`src/design/smtpds_pkg.sv`:
```
// Package for the SMTP body dot stuffer: item types, character codes,
// mode codes and the code page translation. No dependencies.
package smtpds_pkg;

  localparam logic [7:0] CH_CR  = 8'd13;
  localparam logic [7:0] CH_LF  = 8'd10;
  localparam logic [7:0] CH_DOT = 8'd46;

  // body_mode codes; the unused code behaves as MODE_XLATE (bit 1 = translate)
  localparam logic [1:0] MODE_PASS  = 2'd0;
  localparam logic [1:0] MODE_STUFF = 2'd1;
  localparam logic [1:0] MODE_XLATE = 2'd2;

  typedef struct packed {
    logic [7:0] data_byte;
    logic       message_start;
  } in_item_t;

  typedef struct packed {
    logic [7:0] out_byte;
    logic       last_of_run;
  } out_item_t;

  // one or two encoded bytes for one input item
  typedef struct packed {
    logic [7:0] first;
    logic [7:0] second;
    logic       two;
  } enc_t;

  // DOS code page umlauts and sharp s to Latin-1
  function automatic logic [7:0] translate_byte(input logic [7:0] b);
    logic [7:0] r;
    unique case (b)
      8'd129:  r = 8'd252;
      8'd132:  r = 8'd228;
      8'd142:  r = 8'd196;
      8'd148:  r = 8'd246;
      8'd153:  r = 8'd214;
      8'd154:  r = 8'd220;
      8'd225:  r = 8'd223;
      default: r = b;
    endcase
    return r;
  endfunction

endpackage

```
`src/design/smtpds_encoder.sv`:
```
// Byte encoder: CRLF normalization, dot stuffing and umlaut translation.
// Depends on smtpds_pkg.
module smtpds_encoder (
  input  logic [7:0]        data_byte,
  input  logic [7:0]        prev_byte,
  input  logic [1:0]        body_mode,
  output smtpds_pkg::enc_t  enc
);
  import smtpds_pkg::*;

  always_comb begin
    enc.first  = data_byte;
    enc.second = data_byte;
    enc.two    = 1'b0;
    if (body_mode != MODE_PASS) begin
      if (data_byte == CH_LF) begin
        if (prev_byte != CH_CR) begin
          // lone LF -> CR LF
          enc.first = CH_CR;
          enc.two   = 1'b1;
        end
      end else if (data_byte == CH_DOT && prev_byte == CH_LF) begin
        enc.two = 1'b1;
      end else if (body_mode[1]) begin
        enc.first = translate_byte(data_byte);
      end
    end
  end

endmodule

```
`src/design/smtp_body_dot_stuffer.sv`:
```
// SMTP body encoder top level: input register, encoder, result register.
// An accepted item goes through the input register, then the result register.
// Up to one input item per cycle while dn_stall is low; an item that expands to
//   two bytes holds the result register until both leave by the one output port.
// Reset (rst, synchronous): both stages empty, body_mode = 1, previous byte = LF.
// Depends on smtpds_pkg and smtpds_encoder.
module smtp_body_dot_stuffer (
  input  logic                   clk,
  input  logic                   rst,
  // upstream byte channel
  input  logic                   up_valid,
  output logic                   up_stall,
  input  smtpds_pkg::in_item_t   up_item,
  // downstream encoded byte channel
  output logic                   dn_valid,
  input  logic                   dn_stall,
  output smtpds_pkg::out_item_t  dn_item,
  // body_mode register write
  input  logic                   cfg_we,
  input  logic [1:0]             cfg_wdata
);
  import smtpds_pkg::*;

  logic [1:0] body_mode;
  logic [7:0] prev_raw;        // last raw data byte accepted

  // input stage: raw byte plus the previous byte as the encoder must see it
  logic       s1_valid;
  logic [7:0] s1_byte;
  logic [7:0] s1_prev;

  // result stage: one or two encoded bytes, phase marks the second one
  logic       ob_valid;
  enc_t       ob_enc;
  logic       ob_phase;

  enc_t       enc;
  logic       up_fire;
  logic       dn_fire;
  logic       ob_done;         // last byte of the held run leaves this cycle
  logic       ob_free;
  logic       move;            // input stage hands its item to the result stage

  smtpds_encoder u_enc (
    .data_byte (s1_byte),
    .prev_byte (s1_prev),
    .body_mode (body_mode),
    .enc       (enc)
  );

  // output mux: first byte, then the second byte if the run has two
  always_comb begin
    dn_valid            = ob_valid;
    dn_item.out_byte    = ob_phase ? ob_enc.second : ob_enc.first;
    dn_item.last_of_run = ob_phase | ~ob_enc.two;
  end

  assign dn_fire  = ob_valid & ~dn_stall;
  assign ob_done  = dn_fire & dn_item.last_of_run;
  assign ob_free  = ~ob_valid | ob_done;
  assign move     = s1_valid & ob_free;
  // input register frees up when it is empty or moving on this cycle
  assign up_stall = s1_valid & ~ob_free;
  assign up_fire  = up_valid & ~up_stall;

  // configuration register, written by the user only while idle; not enforced
  always_ff @(posedge clk) begin
    if (rst) begin
      body_mode <= MODE_STUFF;
    end else if (cfg_we) begin
      body_mode <= cfg_wdata;
    end
  end

  // input stage; message_start forces the history to LF for this byte
  always_ff @(posedge clk) begin
    if (rst) begin
      s1_valid <= 1'b0;
      prev_raw <= CH_LF;
    end else begin
      if (up_fire) begin
        s1_valid <= 1'b1;
        prev_raw <= up_item.data_byte;
      end else if (move) begin
        s1_valid <= 1'b0;
      end
    end
  end

  always_ff @(posedge clk) begin
    if (up_fire) begin
      s1_byte <= up_item.data_byte;
      s1_prev <= up_item.message_start ? CH_LF : prev_raw;
    end
  end

  // result stage
  always_ff @(posedge clk) begin
    if (rst) begin
      ob_valid <= 1'b0;
      ob_phase <= 1'b0;
    end else begin
      if (move) begin
        ob_valid <= 1'b1;
        ob_phase <= 1'b0;
      end else if (ob_done) begin
        ob_valid <= 1'b0;
        ob_phase <= 1'b0;
      end else if (dn_fire) begin
        // first byte of a two byte run taken
        ob_phase <= 1'b1;
      end
    end
  end

  always_ff @(posedge clk) begin
    if (move) begin
      ob_enc <= enc;
    end
  end

endmodule

```
`config.mk`:
```
export PLATFORM = sky130hd
export DESIGN_NAME = smtp_body_dot_stuffer
export DESIGN_NICKNAME = d
export VERILOG_FILES = /design/src/design/smtpds_pkg.sv /design/src/design/smtpds_encoder.sv /design/src/design/smtp_body_dot_stuffer.sv
export SDC_FILE = /design/constraint.sdc
export NUM_CORES = 1
export LEC_CHECK = 0
export BUFFER_PORTS_ARGS = -buffer_cell sky130_fd_sc_hd__buf_2
export CAP_MARGIN = 20
export CELL_PAD_IN_SITES_DETAIL_PLACEMENT = 0
export CELL_PAD_IN_SITES_GLOBAL_PLACEMENT = 2
export CORE_MARGIN = 5
export CORE_UTILIZATION = 30
export CTS_BUF_LIST = sky130_fd_sc_hd__clkbuf_2
export CTS_CLUSTER_SIZE = 24
export DETAILED_ROUTE_END_ITERATION = 7
export MAX_ROUTING_LAYER = met4
export PLACE_DENSITY_LB_ADDON = 0.1
export SETUP_SLACK_MARGIN = 0.5
export SLEW_MARGIN = 10
export SYNTH_ARGS = -nofsm -noshare
export SYNTH_HDL_FRONTEND = slang
export SYNTH_SLANG_ARGS = --single-unit
```
`constraint.sdc`:
```
create_clock -name clk -period 2.4 [get_ports clk]
set_clock_uncertainty 0.1 [all_clocks]
set_input_delay 0.36 -clock clk [delete_from_list [all_inputs] [get_ports clk]]
set_output_delay 0.36 -clock clk [all_outputs]
set_load 0.05 [all_outputs]
```
==> results_dict.tcl <==
set metrics [dict create \
    status "finished clean" \
    dieHeight_um 93.4 \
    diodes 0 \
    viasPerCell 4.60 \
    crit_buf_inv 1 \
    rsz0062_at_grt "true" \
    arrival_ps 2150 \
    finalCritPeriodShare_pct 87.2 \
    hold_slack_ps 38.2 \
    core_area_mm2 0.00679 \
    die_area_mm2 0.00873 \
    cp_max_fo 6 \
    hp-class "primary input to flop" \
    synthTopCellsByArea "edfxtp_1 47%, dfxtp_1 12%, mux2_2 4.3%" \
    critPathLaunchType "flop" \
    htree_levels 2 \
    most-common-layout-cells "39 x buf_4, 33 x edfxtp_1, 16 x buf_2" \
    synth_cells 168 \
    relSlewSlack_pct 78.1 \
    placed_cells_incl_taps 287 \
    io_pins 27 \
    worst_pin_slew_ps 327 \
    synth_area_mm2 0.00209 \
    final-max-slew-violation-count 0 \
    dr.pass1.iters 4 \
    drcViolationCount 0 \
    synth_area_leader_cell "edfxtp_1" \
    vias 1546 \
    ys_warn_count 0 \
    fin_util_pct 42.6 \
    cts_buffers 5 \
    fin_nets 255 \
    tns_ps 0 \
    power.total_mw 1.49 \
    cp_slowest_stage_delay_ps 510 \
    grt_max_degree 18 \
    slowest_stage "edfxtp_1" \
    synth-seq-cells 46 \
    place_hpwl_um 3190 \
    ir_drop_mv 0.214 \
    grt_pass1_vias 1582 \
    yosysTopAreaCellShare_pct 47.5 \
    ant_nets 0 \
    grt_usage_pct 11.5 \
    drive_gt1_share_pct 44.6 \
    drv_cap 0 \
    period_minus_slack_ps 2090 \
    power.density_mw_per_mm2 516 \
    synthArstFlopShare_pct 0 \
    max_freq_ghz 0.478 \
    portBuffers 26 \
    syn2layout_area_growth_pct 38.5 \
    worstPathRequired_ps 2460 \
    ys.flop_type "edfxtp_1" \
    gp_congestion 0.761 \
    synth_cell_types 43 \
    layout_commonest_cell "buf_4" \
    hold_violations 0 \
    drtIter0Drc 70 \
    cts_root_buffer "clkbuf_2" \
    synth_nets 184 \
    ys_seq_area_share_pct 59.9 \
    cts_tree "done" \
    path_class "flop to flop" \
    setup.worst_path.end_class "flop" \
    grt_overflow_total 0 \
    wl_per_cell_um 13.9 \
    layout.cells.non_filler 336 \
    cellLeakagePower_nw 1.13 \
    crit_chain "buf_4 -> nor2b_2 -> and3_1 -> o21ai_2 -> a31oi_4 -> or3_1" \
    wl_um 4670 \
    grt_pass1_wl_um 7520 \
    finalSetupViolCount 0 \
    syn_area_per_cell_um2 12.4 \
    die_w_um 93.4 \
    synth-edff-count 33 \
    cts.clk_slew.worst_paths_ps 220 \
    critPathTopFamily "simple AND/OR/NAND/NOR gates" \
    final.fill_count 658 \
    rows 30 \
    clk_latency_ps 400 \
    clk_path_buf_depth 2 \
    initial_core_util_pct 30.7 \
    antenna_found_initial 0 \
    cts.sinks 46 \
]
==> logic make-up after synthesis <==
group | Yosys count | share of synthesized area [%]
XOR/XNOR | 2 | 0.839
multiplexers | 14 | 7.91
AND/OR/NAND/NOR | 64 | 18.6
buffers and inverters | 14 | 2.76
AO/OA/AOI/OAI | 28 | 10.0
flip-flops | 46 | 59.9
==> registers in the layout, summed over array words and instances (netlist names) <==
signal and count:
body_mode 2, dn_valid 1, ob_enc 17, ob_phase 1, prev_raw 8, s1_byte 8, s1_prev 8, s1_valid 1
==> synth_stat cells (2+ instances only) <==
cell,number
a211o_1,3
mux2i_1,3
nand2b_1,2
and3_1,3
and2_1,2
nor2_1,6
xnor2_1,2
or2_2,2
dfxtp_1,13
nor2b_1,11
inv_1,7
edfxtp_1,33
nand2_1,15
o21ai_0,5
clkbuf_1,3
mux2_2,8
mux2_4,3
nand3_1,6
nor3_1,5
a21oi_1,9
a31oi_1,2
buf_2,4
==> per-stage QoR <==
| stage | area (um^2) | setup WS (ps) |
|---|---|---|
| detailed placement | 2340 | 220 |
| global route | 2890 | 214 |
| CTS | 2780 | 287 |
| global placement | 2340 | 236 |
| finish | 2890 | 308 |
| floorplan | 2100 | 412 |
==> worst paths after layout <==
| path | start | end | slack (ps) | cells after the start |
|---|---|---|---|---|
| setup / recovery | s1_byte[0]$_DFFE_PP_ | ob_enc[11]$_DFFE_PP_ | 310 | 6 |
| hold / removal | up_item[2] | s1_byte[1]$_DFFE_PP_ | 40 | 1 |
| hold reg to reg | prev_raw[4]$_SDFFE_PP0P_ | prev_raw[4]$_SDFFE_PP0P_ | 370 | 2 |
| setup reg to reg | s1_byte[0]$_DFFE_PP_ | ob_enc[11]$_DFFE_PP_ | 310 | 6 |
==> report_power, final <==
part | internal [mW] | switching, mW | total, mW
Combinational | 0.124 | 0.125 | 0.249
Sequential | 0.898 | 0.0288 | 0.927
Clock | 0.0806 | 0.236 | 0.317
==> metal layers <==
metal,GRT usage [%],vias to the layer above,wire length (um),share of wire (%)
met2,20.3,37,2510,54
met3,2.82,8,170,3.6
met1,12.5,740,1910,41
li1,-,761,-,-
met5,-,-,0,0
met4,3.91,0,85,1.8
==> area by class of cell <==
class | instances | area, um^2 | share of cell area (%)
inverters | 7 | 30.0 | 1.04
repair buffers | 71 | 587 | 20.3
multi-input cells | 108 | 857 | 29.6
flip-flops and latches | 46 | 1260 | 43.4
clock inverters | 1 | 7.51 | 0.260
clock buffers | 7 | 35.0 | 1.21
well taps | 96 | 120 | 4.15
==> what timing repair did <==
action | 4_1_cts | 5_1_grt
pin swaps | 5 | 5
resized for setup | 44 | 11
endpoints found under the setup margin | 32 | 34
hold buffers | 0 | 4
gates cloned | 1 | 0
setup buffers | 30 | 6
hold endpoints to repair | 0 | 4
Power figures use the tool's default switching activity.
